## src/rtl/liu_pkg.sv

```systemverilog
// Shared constants and types for the linear interpolation upsampler.
`default_nettype none

package liu_pkg;

   localparam int LANES       = 6;
   localparam int SAMPLE_BITS = 32;
   localparam int MAX_FACTOR  = 32;
   localparam int CSR_BITS    = 6;
   localparam int FACTOR_BITS = $clog2(MAX_FACTOR + 1);
   localparam int ROW_BITS    = (MAX_FACTOR > 1) ? $clog2(MAX_FACTOR) : 1;
   localparam int DIFF_BITS   = SAMPLE_BITS + 1;
   localparam int DIV_STEPS   = DIFF_BITS;
   localparam int CNT_BITS    = $clog2(DIV_STEPS);

   typedef logic signed [SAMPLE_BITS-1:0] sample_type;
   typedef logic [FACTOR_BITS-1:0]        factor_type;

   typedef struct packed {
      logic load;
      logic div;
      logic step;
   } lane_ctrl_type;

   typedef enum logic [2:0] {
      ST_IDLE = 3'b001,
      ST_DIV  = 3'b010,
      ST_EMIT = 3'b100
   } state_type;

endpackage

`default_nettype wire

```

## src/rtl/linear_interp_upsampler.sv

```systemverilog
// Top level: sequencer, held samples, six interpolation lanes and the output register.
//
// Input beats on req_* carry one time step of six samples and a last-step flag;
// result beats on rsp_* carry one interpolated output step. Both use valid/ready.
// csr_wr_en/csr_wr_data set the factor L (0 acts as 1, above 32 acts as 32);
// write it only while the block is idle.
// The first step of a series is held and yields nothing unless it is also a
// last step; it is taken while the block stays idle. Every later step yields
// one interval of L beats; a last step adds one more interval toward zero.
// Each interval costs a serial divide of the sample delta by L (one quotient
// bit per cycle, all lanes at once), then output at one beat per cycle while
// the receiver takes them. Reset drops the held sample, clears the pending
// output beat and sets L to 1. While the receiver stalls, the output
// register holds its beat and the lanes hold their position; req_ready stays
// low until the item finishes.
`default_nettype none

module linear_interp_upsampler
   import liu_pkg::*;
(
   input  wire logic                clock,
   input  wire logic                reset,
   input  wire logic                csr_wr_en,
   input  wire logic [CSR_BITS-1:0] csr_wr_data,
   input  wire logic                req_valid,
   output logic                     req_ready,
   input  wire sample_type          req_comp_0,
   input  wire sample_type          req_comp_1,
   input  wire sample_type          req_comp_2,
   input  wire sample_type          req_comp_3,
   input  wire sample_type          req_comp_4,
   input  wire sample_type          req_comp_5,
   input  wire logic                req_last_step,
   output logic                     rsp_valid,
   input  wire logic                rsp_ready,
   output sample_type               rsp_out_0,
   output sample_type               rsp_out_1,
   output sample_type               rsp_out_2,
   output sample_type               rsp_out_3,
   output sample_type               rsp_out_4,
   output sample_type               rsp_out_5,
   output logic                     rsp_run_end,
   output logic                     rsp_series_end
);

   state_type             state_ff, state_in;
   logic [CSR_BITS-1:0]   factor_ff, factor_in;
   logic                  have_held_ff, have_held_in;
   logic                  phase_ff, phase_in;
   logic                  last_ff, last_in;
   logic [CNT_BITS-1:0]   cnt_ff, cnt_in;
   logic [ROW_BITS-1:0]   r_ff, r_in;
   sample_type            held_ff [LANES];
   sample_type            held_in [LANES];
   sample_type            cur_ff [LANES];
   sample_type            cur_in [LANES];

   sample_type            req_comp [LANES];
   sample_type            lane_a [LANES];
   sample_type            lane_b [LANES];
   sample_type            lane_val [LANES];
   sample_type            out_val [LANES];
   lane_ctrl_type         lane_ctrl;
   factor_type            l_eff;
   logic                  row_end;
   logic                  can_push;
   logic                  push;
   logic                  run_end;
   logic                  series_end;

   assign req_comp[0] = req_comp_0;
   assign req_comp[1] = req_comp_1;
   assign req_comp[2] = req_comp_2;
   assign req_comp[3] = req_comp_3;
   assign req_comp[4] = req_comp_4;
   assign req_comp[5] = req_comp_5;

   always_comb begin
      priority if (factor_ff == '0) begin
         l_eff = FACTOR_BITS'(1);
      end else if (CSR_BITS'(factor_ff) > CSR_BITS'(MAX_FACTOR)) begin
         l_eff = FACTOR_BITS'(MAX_FACTOR);
      end else begin
         l_eff = FACTOR_BITS'(factor_ff);
      end
   end

   assign row_end   = FACTOR_BITS'(r_ff) == FACTOR_BITS'(l_eff - 1'b1);
   assign req_ready = state_ff == ST_IDLE;

   always_comb begin
      for (int i = 0; i < LANES; i++) begin
         if (state_ff == ST_IDLE) begin
            lane_a[i] = have_held_ff ? held_ff[i] : req_comp[i];
            lane_b[i] = have_held_ff ? req_comp[i] : '0;
         end else begin
            lane_a[i] = cur_ff[i];
            lane_b[i] = '0;
         end
      end
   end

   always_comb begin
      factor_in    = csr_wr_en ? csr_wr_data : factor_ff;
      state_in     = state_ff;
      have_held_in = have_held_ff;
      phase_in     = phase_ff;
      last_in      = last_ff;
      cnt_in       = cnt_ff;
      r_in         = r_ff;
      held_in      = held_ff;
      cur_in       = cur_ff;
      lane_ctrl    = '0;
      push         = 1'b0;
      run_end      = 1'b0;
      series_end   = 1'b0;
      unique case (state_ff)
         ST_IDLE: begin
            if (req_valid) begin
               cur_in       = req_comp;
               last_in      = req_last_step;
               have_held_in = !req_last_step;
               if (!req_last_step) begin
                  held_in = req_comp;
               end
               if (have_held_ff || req_last_step) begin
                  lane_ctrl.load = 1'b1;
                  phase_in       = !have_held_ff;
                  cnt_in         = '0;
                  state_in       = ST_DIV;
               end
            end
         end
         ST_DIV: begin
            lane_ctrl.div = 1'b1;
            cnt_in        = CNT_BITS'(cnt_ff + 1'b1);
            if (cnt_ff == CNT_BITS'(DIV_STEPS - 1)) begin
               r_in     = '0;
               state_in = ST_EMIT;
            end
         end
         ST_EMIT: begin
            if (can_push) begin
               push           = 1'b1;
               lane_ctrl.step = 1'b1;
               r_in           = ROW_BITS'(r_ff + 1'b1);
               if (row_end) begin
                  run_end    = phase_ff || !last_ff;
                  series_end = phase_ff && last_ff;
                  if (!phase_ff && last_ff) begin
                     lane_ctrl.load = 1'b1;
                     phase_in       = 1'b1;
                     cnt_in         = '0;
                     state_in       = ST_DIV;
                  end else begin
                     state_in = ST_IDLE;
                  end
               end
            end
         end
         default: begin
            state_in = ST_IDLE;
         end
      endcase
   end

   always_ff @(posedge clock) begin
      if (reset) begin
         state_ff     <= ST_IDLE;
         factor_ff    <= CSR_BITS'(1);
         have_held_ff <= 1'b0;
         phase_ff     <= 1'b0;
         last_ff      <= 1'b0;
         cnt_ff       <= '0;
         r_ff         <= '0;
      end else begin
         state_ff     <= state_in;
         factor_ff    <= factor_in;
         have_held_ff <= have_held_in;
         phase_ff     <= phase_in;
         last_ff      <= last_in;
         cnt_ff       <= cnt_in;
         r_ff         <= r_in;
      end
   end

   always_ff @(posedge clock) begin
      held_ff <= held_in;
      cur_ff  <= cur_in;
   end

   for (genvar g = 0; g < LANES; g++) begin : g_lane
      liu_lane u_lane (
         .clock  (clock),
         .ctrl   (lane_ctrl),
         .factor (l_eff),
         .a_val  (lane_a[g]),
         .b_val  (lane_b[g]),
         .value  (lane_val[g])
      );
   end

   liu_merge u_merge (
      .clock          (clock),
      .reset          (reset),
      .push           (push),
      .lane_val       (lane_val),
      .run_end        (run_end),
      .series_end     (series_end),
      .can_push       (can_push),
      .rsp_valid      (rsp_valid),
      .rsp_ready      (rsp_ready),
      .out_val        (out_val),
      .rsp_run_end    (rsp_run_end),
      .rsp_series_end (rsp_series_end)
   );

   assign rsp_out_0 = out_val[0];
   assign rsp_out_1 = out_val[1];
   assign rsp_out_2 = out_val[2];
   assign rsp_out_3 = out_val[3];
   assign rsp_out_4 = out_val[4];
   assign rsp_out_5 = out_val[5];

   a_series_end_is_run_end: assert property (@(posedge clock) disable iff (reset)
      rsp_valid && rsp_series_end |-> rsp_run_end)
      else $error("series end beat without run end");

   a_tail_interval_follows: assert property (@(posedge clock) disable iff (reset)
      state_ff == ST_EMIT && push && row_end && !phase_ff && last_ff
      |=> state_ff == ST_DIV && phase_ff)
      else $error("tail interval of a last step not started");

   a_row_in_range: assert property (@(posedge clock) disable iff (reset)
      state_ff == ST_EMIT |-> FACTOR_BITS'(r_ff) < l_eff)
      else $error("output row beyond factor");

   a_no_hold_after_series: assert property (@(posedge clock) disable iff (reset)
      push && series_end |=> !have_held_ff && state_ff == ST_IDLE)
      else $error("sample still held after series end");

endmodule

`default_nettype wire

```

## src/rtl/liu_lane.sv

```systemverilog
// One interpolation lane: serial divide of the step delta, then incremental accumulate.
`default_nettype none

module liu_lane
   import liu_pkg::*;
(
   input  wire logic          clock,
   input  wire lane_ctrl_type ctrl,
   input  wire factor_type    factor,
   input  wire sample_type    a_val,
   input  wire sample_type    b_val,
   output sample_type         value
);

   sample_type                 a_ff, a_in;
   logic                       neg_ff, neg_in;
   logic                       zero_ff, zero_in;
   logic                       first_ff, first_in;
   logic [DIFF_BITS-1:0]       quo_ff, quo_in;
   logic [FACTOR_BITS-1:0]     rem_ff, rem_in;
   logic [DIFF_BITS-1:0]       acc_q_ff, acc_q_in;
   logic [FACTOR_BITS-1:0]     acc_r_ff, acc_r_in;

   logic signed [DIFF_BITS-1:0] diff;
   logic [DIFF_BITS-1:0]        mag;
   logic [FACTOR_BITS:0]        shifted;
   logic [FACTOR_BITS:0]        factor_ext;
   logic                        fits;
   logic [FACTOR_BITS:0]        rsum;
   logic                        carry;
   logic [SAMPLE_BITS-1:0]      offs;

   assign diff       = DIFF_BITS'(b_val) - DIFF_BITS'(a_val);
   assign mag        = diff[DIFF_BITS-1] ? DIFF_BITS'(-diff) : DIFF_BITS'(diff);
   assign factor_ext = {1'b0, factor};
   assign shifted    = {rem_ff, quo_ff[DIFF_BITS-1]};
   assign fits       = shifted >= factor_ext;
   assign rsum       = {1'b0, acc_r_ff} + {1'b0, rem_ff};
   assign carry      = rsum >= factor_ext;

   always_comb begin
      a_in     = a_ff;
      neg_in   = neg_ff;
      zero_in  = zero_ff;
      first_in = first_ff;
      quo_in   = quo_ff;
      rem_in   = rem_ff;
      acc_q_in = acc_q_ff;
      acc_r_in = acc_r_ff;
      priority if (ctrl.load) begin
         a_in     = a_val;
         neg_in   = diff[DIFF_BITS-1];
         zero_in  = (a_val == '0) || (b_val == '0);
         first_in = 1'b1;
         quo_in   = mag;
         rem_in   = '0;
         acc_q_in = '0;
         acc_r_in = '0;
      end else if (ctrl.div) begin
         quo_in = {quo_ff[DIFF_BITS-2:0], fits};
         rem_in = fits ? FACTOR_BITS'(shifted - factor_ext) : FACTOR_BITS'(shifted);
      end else if (ctrl.step) begin
         first_in = 1'b0;
         acc_r_in = carry ? FACTOR_BITS'(rsum - factor_ext) : FACTOR_BITS'(rsum);
         acc_q_in = acc_q_ff + quo_ff + DIFF_BITS'(carry);
      end
   end

   always_ff @(posedge clock) begin
      a_ff     <= a_in;
      neg_ff   <= neg_in;
      zero_ff  <= zero_in;
      first_ff <= first_in;
      quo_ff   <= quo_in;
      rem_ff   <= rem_in;
      acc_q_ff <= acc_q_in;
      acc_r_ff <= acc_r_in;
   end

   assign offs = neg_ff ? SAMPLE_BITS'(-acc_q_ff[SAMPLE_BITS-1:0])
                        : acc_q_ff[SAMPLE_BITS-1:0];

   always_comb begin
      priority if (first_ff) begin
         value = a_ff;
      end else if (zero_ff) begin
         value = '0;
      end else begin
         value = sample_type'(a_ff + offs);
      end
   end

endmodule

`default_nettype wire

```

## src/rtl/liu_merge.sv

```systemverilog
// Output register that packs the lane values and flags into one result beat.
`default_nettype none

module liu_merge
   import liu_pkg::*;
(
   input  wire logic       clock,
   input  wire logic       reset,
   input  wire logic       push,
   input  wire sample_type lane_val [LANES],
   input  wire logic       run_end,
   input  wire logic       series_end,
   output logic            can_push,
   output logic            rsp_valid,
   input  wire logic       rsp_ready,
   output sample_type      out_val [LANES],
   output logic            rsp_run_end,
   output logic            rsp_series_end
);

   logic       valid_ff, valid_in;
   sample_type val_ff [LANES];
   logic       run_end_ff;
   logic       series_end_ff;

   assign can_push = !valid_ff || rsp_ready;

   always_comb begin
      valid_in = valid_ff;
      if (push) begin
         valid_in = 1'b1;
      end else if (rsp_ready) begin
         valid_in = 1'b0;
      end
   end

   always_ff @(posedge clock) begin
      if (reset) begin
         valid_ff <= 1'b0;
      end else begin
         valid_ff <= valid_in;
      end
   end

   always_ff @(posedge clock) begin
      if (push) begin
         val_ff        <= lane_val;
         run_end_ff    <= run_end;
         series_end_ff <= series_end;
      end
   end

   assign rsp_valid      = valid_ff;
   assign out_val        = val_ff;
   assign rsp_run_end    = run_end_ff;
   assign rsp_series_end = series_end_ff;

endmodule

`default_nettype wire
```

## config.mk

```make
export PLATFORM = sky130hd
export DESIGN_NAME = linear_interp_upsampler
export DESIGN_NICKNAME = d
export VERILOG_FILES = /design/src/rtl/liu_pkg.sv /design/src/rtl/linear_interp_upsampler.sv /design/src/rtl/liu_lane.sv /design/src/rtl/liu_merge.sv
export SDC_FILE = /design/constraint.sdc
export NUM_CORES = 2
export LEC_CHECK = 0
export BUFFER_PORTS_ARGS = -buffer_cell sky130_fd_sc_hd__buf_2
export CAP_MARGIN = 20
export CORE_MARGIN = 2
export CORE_UTILIZATION = 40
export CTS_CLUSTER_SIZE = 10
export DETAILED_ROUTE_END_ITERATION = 7
export SLEW_MARGIN = 10
export SYNTH_ARGS = -nofsm -noshare
export SYNTH_HDL_FRONTEND = slang
export SYNTH_SLANG_ARGS = --single-unit
```

## constraint.sdc

```tcl
create_clock -name clock -period 13.6 [get_ports clock]
set_input_delay 2.04 -clock clock [delete_from_list [all_inputs] [get_ports clock]]
set_output_delay 2.04 -clock clock [all_outputs]
set_load 0.005 [all_outputs]
```

## Word level (Yosys, flattened, before mapping)

Cells that the tools add are included.
W data, S select, Z words.

- Bits in registers: 1275
- Input bits: 204
- Output and inout port bits: 196
- Word-level logic and storage cells: 303

- $add $sub $neg: 57
- $lt $le $gt $ge: 13
- Equality and inequality tests: 11
- Multiplexer cells: 107
- Bitwise gates (word level): 2
- Reduce and logical (&&, ||, !) cells: 42

Operator list:

| kind | number |
|---|---|
| $mux W32 | 42 |
| $mux W33 | 18 |
| $logic_not A32 Y1 | 12 |
| $add A33 B1 Y33 | 6 |
| $add A33 B33 Y33 | 6 |
| $neg A33 Y33 | 6 |
| $sub A32 B32 Y33 | 6 |
| $add A32 B32 Y32 | 6 |
| $neg A32 Y32 | 6 |
| $mux W6 | 19 |
| $ge A7 B6 Y1 | 12 |
| $sub A6 B6 Y6 | 12 |
| $add A6 B6 Y7 | 6 |
| $pmux W6 S3 | 1 |
| $mux W1 | 15 |
| $mux W3 | 5 |
| $reduce_and A6 Y1 | 2 |
| $mux W5 | 2 |
| $ne A2 B2 Y1 const B | 5 |
| $pmux W5 S2 | 1 |
| $logic_or A1 B1 Y1 | 9 |
| $pmux W3 S3 | 1 |
| $reduce_and A3 Y1 | 3 |
| $reduce_bool A2 Y1 | 4 |
| 19 further kinds | 27 |

## Depth between registers and ports, before layout

- Depth in word-level cells: 9
- Gate-level depth with buffers: 26
- Depth with buffers taken out: 25

## By module

Synthesis repeated with hierarchy kept, for this count alone.

- Cells, all modules: 10150
- Area, all modules: 93219.4 um2

By module, submodules not included:

| module | instances | cells each | area each (um2) | sequential area each (um2) |
|---|---|---|---|---|
| liu_lane at g_lane[1].u_lane ... | 2 | 1428 | 11638.7 | 2912.8 |
| linear_interp_upsampler | 1 | 1426 | 18174.9 | 11991.5 |
| liu_lane at g_lane[5].u_lane | 1 | 1442 | 11587.4 | 2912.8 |
| liu_lane at g_lane[4].u_lane | 1 | 1389 | 11521.0 | 2912.8 |
| liu_lane at g_lane[3].u_lane | 1 | 1406 | 11413.4 | 2912.8 |
| liu_lane at g_lane[0].u_lane | 1 | 1433 | 11373.4 | 2912.8 |
| liu_merge | 1 | 198 | 5871.9 | 5845.6 |

## Least setup slack after synthesis

Ideal clock, no wire load.

- Path type: input to register
- From: input req_valid
- To: register held_ff[0] (netlist name) (enable)
- Setup time: 0.747 ns
- Data arrival time: 10.080 ns
- Data required time: 12.853 ns
- Slack: 2.773 ns
- Stages on the path: 2
- Buffers on the path: 0
- Cell sequence: nand2_1 > nor2_1

- Longest elaborated chain between the ends: 1

RTL lines:

| what | line | RTL |
|---|---|---|
| start, declared | linear_interp_upsampler.sv:25 | `input wire logic req_valid,` |
| $reduce_and A3 Y1 (no source line) | - |  |
| end signal, assigned | linear_interp_upsampler.sv:188 | `held_ff <= held_in;` |
| end, declared | linear_interp_upsampler.sv:53 | `sample_type held_ff [LANES];` |

No other way between the ends.
A chain may end at the register's enable or synchronous reset.

## Final worst setup path

- From: register factor_ff[5]
- To: register g_lane[1].u_lane.acc_q_ff[31]

- Longest elaborated chain between the ends: 8
- Elaborated cells on any way between the ends: 11
- Classes of those cells: add/sub: 2; order compare: 2; eq/ne: 1; mux: 5; reduce/logical: 1

RTL lines:

| what | line | RTL |
|---|---|---|
| start, declared | linear_interp_upsampler.sv:47 | `logic [CSR_BITS-1:0] factor_ff, factor_in;` |
| start signal, assigned | linear_interp_upsampler.sv:178 | `factor_ff <= factor_in;` |
| $gt A6 B6 Y1 | linear_interp_upsampler.sv:81 | `end else if (CSR_BITS'(factor_ff) > CSR_BITS'(MAX_FACTOR)) begin` |
| $mux W6 | linear_interp_upsampler.sv:81 |  |
| $mux W6 (*) | linear_interp_upsampler.sv:79 | `priority if (factor_ff == '0) begin` |
| branches (longest 5 deep; another with $add A33 B1 Y33) | - |  |
| end signal, assigned | liu_lane.sv:76 | `acc_q_ff <= acc_q_in;` |
| end, declared | liu_lane.sv:21 | `logic [DIFF_BITS-1:0] acc_q_ff, acc_q_in;` |

Mark *: on every way between the ends.

==> impl_metrics.json <==
{
  "worst_setup_path_end_kind": "flip-flop",
  "portBuffers": 399,
  "grt_antenna_before_repair": 78,
  "synthesis.instances": 9378,
  "mappedNetlistArea_um2": 88100,
  "vdd_drop_max_v": 0.000160,
  "fin_crit_ps": 7400,
  "grt_overflow": 0,
  "r2r-end": "g_lane[1].u_lane.acc_q_ff[31]$_SDFFE_PN0P_",
  "layout_cells_sized_above_1_pct": 8.15,
  "clkSinkCount": 1269,
  "core_outline_area_um2": 219000,
  "rsz0062_at_grt": "false",
  "maximum_clock_rate_mhz": 135,
  "post_synth_mux_area_share_pct": 2.81,
  "clock_insertion_delay_worst_skew_ps": 850,
  "path_clk_slew_ps": 60,
  "synth_sequential_area_ratio_pct": 40.0,
  "detail_route.wl_per_cell_um": 20.9,
  "maximum_clock_insertion_buffer_count": 3,
  "post_synth_edffs": 980,
  "drtAntennaViolNets": 0,
  "fin_worst_skew_ps": 38.6,
  "die_y_um": 473,
  "hold_buffers": 0,
  "worstSetupStartpointType": "flip-flop",
  "min-delay-start": "g_lane[1].u_lane.acc_r_ff[5]$_SDFFE_PN0P_",
  "p_total_uw": 12700,
  "die-area_um2": 224000,
  "worst_pin_slew_ps": 1120,
  "yosys.area_share.simple_pct": 15.6,
  "worst_ep_required_time_ps": 14340,
  "nets": 10500,
  "clock_buffer_count_from_cts": 161,
  "hold_critical_path_endpoint": "g_lane[1].u_lane.acc_r_ff[5]$_SDFFE_PN0P_",
  "timing.slew.headroom_pct": 23.5,
  "timing.reg2reg.worst_path_depth": 26,
  "detailed_place_hpwl_mm": 197,
  "track_usage_pct": 22.9,
  "gpl.final_weighted_congestion": 0.917,
  "rows": 172,
  "per_instance_average_area_after_synthesis_um2": 9.39,
  "holdPathStages": 2,
  "post_cts_buffers": 0,
  "finalHoldViolations": 0,
  "layout.cells.most_common": "a21oi_1",
  "holdCritPathClass": "flip-flop to flip-flop",
  "postSynthNetCount": 10300,
  "regToRegStartpoint": "factor_ff[5]$_SDFFE_PP0P_",
  "timing.max_cap.violations": 0,
  "crit_path_top_delay_cell": "a2111oi_0",
  "post_synth_top_flop": "edfxtp_1",
  "timing.final.ws_setup_ps": 6200,
  "drv_slew": 0,
  "cts_tree": "yes",
  "synth_seq_cells": 1269,
  "clockRootBuffer": "clkbuf_16",
  "post_synth_fa_ha_maj_area_fraction_pct": 10.4,
  "num_io_pins": 400,
  "slowest_delay_ps": 1010,
  "mostFrequentLayoutCells": "1005 x a21oi_1, 980 x edfxtp_1, 811 x nor2_1",
  "synthesis.yosys.warnings": 0,
  "dr_total_vias": 71900,
  "crit_fanout": 19,
  "power.density_nw_per_um2": 130,
  "firstDrtPassIters": 5,
  "post_synth_xor_area_fraction_pct": 8.55,
  "compound_cell_area_share_of_the_yosys_netlist_pct": 19.2,
  "final_tns_setup_ps": 0,
  "grt_pass1_wl_mm": 403,
  "remaining_drc_errors": 0,
  "placement.setup.worst_slack_ps": 6310,
  "worstPathArrival_ps": 8140,
  "routed_wl_mm": 264,
  "crit_path_category": "flip-flop to flip-flop",
  "die_w_um": 473,
  "final-setup-viol-count": 0,
  "critical_path.most_common_cell": "a21o_1",
  "largest_family_of_logic_cells_by_synthesized_area": "compound AO/OA/AOI/OAI gates",
  "floorplan.initialDensity_pct": 40.2,
  "regToRegSetupSlack_ps": 6200,
  "min_period_over_period_pct": 54.4,
  "outcome": "finished clean",
  "async_flop_share_pct": 0,
  "ctsHtreeMaxLevel": 4,
  "syn_to_final_growth_pct": 11.2,
  "static-leakage-power_uw": 0.0408,
  "yosysUniqueCellTypes": 110,
  "grt_max_degree": 137,
  "whs_ps": 467,
  "vias_per_cell": 5.68,
  "initialDrtViolationCount": 5095,
  "cts_repair_resize_count": 0,
  "number_of_global_route_vias_before_repair": 69300
}
-- through the flow --
| stage | util, % | std cells | area (um2) |
|---|---|---|---|
| 2_1_floorplan | - | 9378 | 88100 |
| 3_3_place_gp | 42.3 | 12300 | 92800 |
| 3_5_place_dp | 42.3 | 12300 | 92800 |
| 4_1_cts | 44.6 | 12600 | 97800 |
| 5_1_grt | 44.7 | 12600 | 98000 |
| 6_report | 44.7 | 12700 | 98000 |
-- synth_stat cells, types with 22 or more instances --
library cell | n | area, um2
a21oi_1 | 1006 | 5030
edfxtp_1 | 980 | 29400
nor2_1 | 816 | 3060
nand2_1 | 715 | 2680
ha_1 | 666 | 8330
xnor2_1 | 572 | 5010
o21ai_0 | 467 | 2340
inv_1 | 427 | 1600
clkbuf_1 | 352 | 1320
dfxtp_1 | 289 | 5790
xor2_1 | 288 | 2520
a21o_1 | 254 | 1910
and3_1 | 242 | 1510
mux2i_1 | 238 | 2380
nand3_1 | 149 | 746
nor3_1 | 134 | 671
nand4_1 | 118 | 738
a22o_1 | 114 | 998
o31ai_1 | 112 | 841
nand2b_1 | 110 | 688
nor2b_1 | 110 | 688
o21a_1 | 101 | 758
or3_1 | 92 | 576
a211oi_1 | 88 | 661
nor4_1 | 82 | 513
a31oi_1 | 69 | 432
o41ai_1 | 57 | 499
o21bai_1 | 54 | 405
and2_1 | 50 | 313
or4_1 | 46 | 345
o211ai_1 | 39 | 293
fa_1 | 38 | 761
or2_2 | 35 | 219
o21ai_1 | 31 | 155
o31a_1 | 24 | 210
a21boi_0 | 23 | 173
buf_1 | 23 | 86.3
nand3b_1 | 22 | 165
-- area by class of cell --
class                   count  area (um2)
multi-input cells        7294       49800
flip-flops and latches   1269       35200
well taps                2871        3590
fillers                 21000      121000
diodes                     46         115
inverters                 433        1660
repair buffers            460        2560
clock inverters            48         497
clock buffers             238        4500
-- metal layers --
layer | wire, um | part of all wire (%) | global-route usage [%] | vias to the layer above
met5 | 198 | 0.075 | 0 | -
met4 | 9810 | 3.7 | 8.90 | 30
met3 | 12900 | 4.9 | 3.35 | 422
met2 | 123000 | 46 | 37.7 | 1755
met1 | 119000 | 45 | 30.2 | 34600
li1 | - | - | - | 35100
-- flip-flops by register name, indices dropped and copies added (netlist names) --
name,flops
phase_ff,1
g_lane.u_lane.neg_ff,6
factor_ff,6
g_lane.u_lane.first_ff,1
r_ff,5
u_merge.rsp_valid,1
state_ff,3
g_lane.u_lane.rem_ff,36
last_ff,1
g_lane.u_lane.quo_ff,198
u_merge.out_val,192
g_lane.u_lane.zero_ff,6
g_lane.u_lane.a_ff,192
u_merge.rsp_run_end,1
cur_ff,192
g_lane.u_lane.acc_r_ff,36
held_ff,192
have_held_ff,1
u_merge.rsp_series_end,1
g_lane.u_lane.acc_q_ff,192
cnt_ff,6
-- worst max-delay path: cells and delay by family, from the launching register on --
| family | cells | cell delay (ps) |
|---|---|---|
| AND/OR/NAND/NOR | 2 | 660 |
| flip-flops | 1 | 420 |
| adder cells (fa/ha/maj) | 2 | 510 |
| buffers and inverters | 5 | 1370 |
| AO/OA/AOI/OAI | 17 | 4360 |
-- power by group --
part           total (uW)  internal [uW]  switching (uW)  leakage, uW
clock                4120           2380            1750      0.00243
sequential           4730           4560             163       0.0115
combinational        3880           1430            2440       0.0269
-- cell families after synthesis --
| group | after synthesis |
|---|---|
| compound gates | 2672 |
| xor+xnor | 860 |
| fa+ha+maj | 709 |
| buf+inv | 815 |
| flops | 1269 |
| mux | 246 |
| simple gates | 2807 |
-- worst max-delay path by stage --
stage | startpoint | to | slack, ps | cells past startpoint
after floorplan | req_valid | held_ff[0]$_DFFE_PP_ | 2770 | 2
after global placement | rsp_ready | g_lane[0].u_lane.quo_ff[15]$_DFFE_PP_ | 6380 | 11
after detailed placement | state_ff[0]$_SDFFE_PP1P_ | g_lane[0].u_lane.quo_ff[28]$_DFFE_PP_ | 6310 | 18
after CTS | state_ff[0]$_SDFFE_PP1P_ | g_lane[0].u_lane.quo_ff[28]$_DFFE_PP_ | 6250 | 18
after global routing | state_ff[1]$_SDFFE_PP0P_ | g_lane[0].u_lane.quo_ff[32]$_DFFE_PP_ | 5530 | 18
final | factor_ff[5]$_SDFFE_PP0P_ | g_lane[1].u_lane.acc_q_ff[31]$_SDFFE_PN0P_ | 6200 | 26
(Power assumes the default switching activity.)
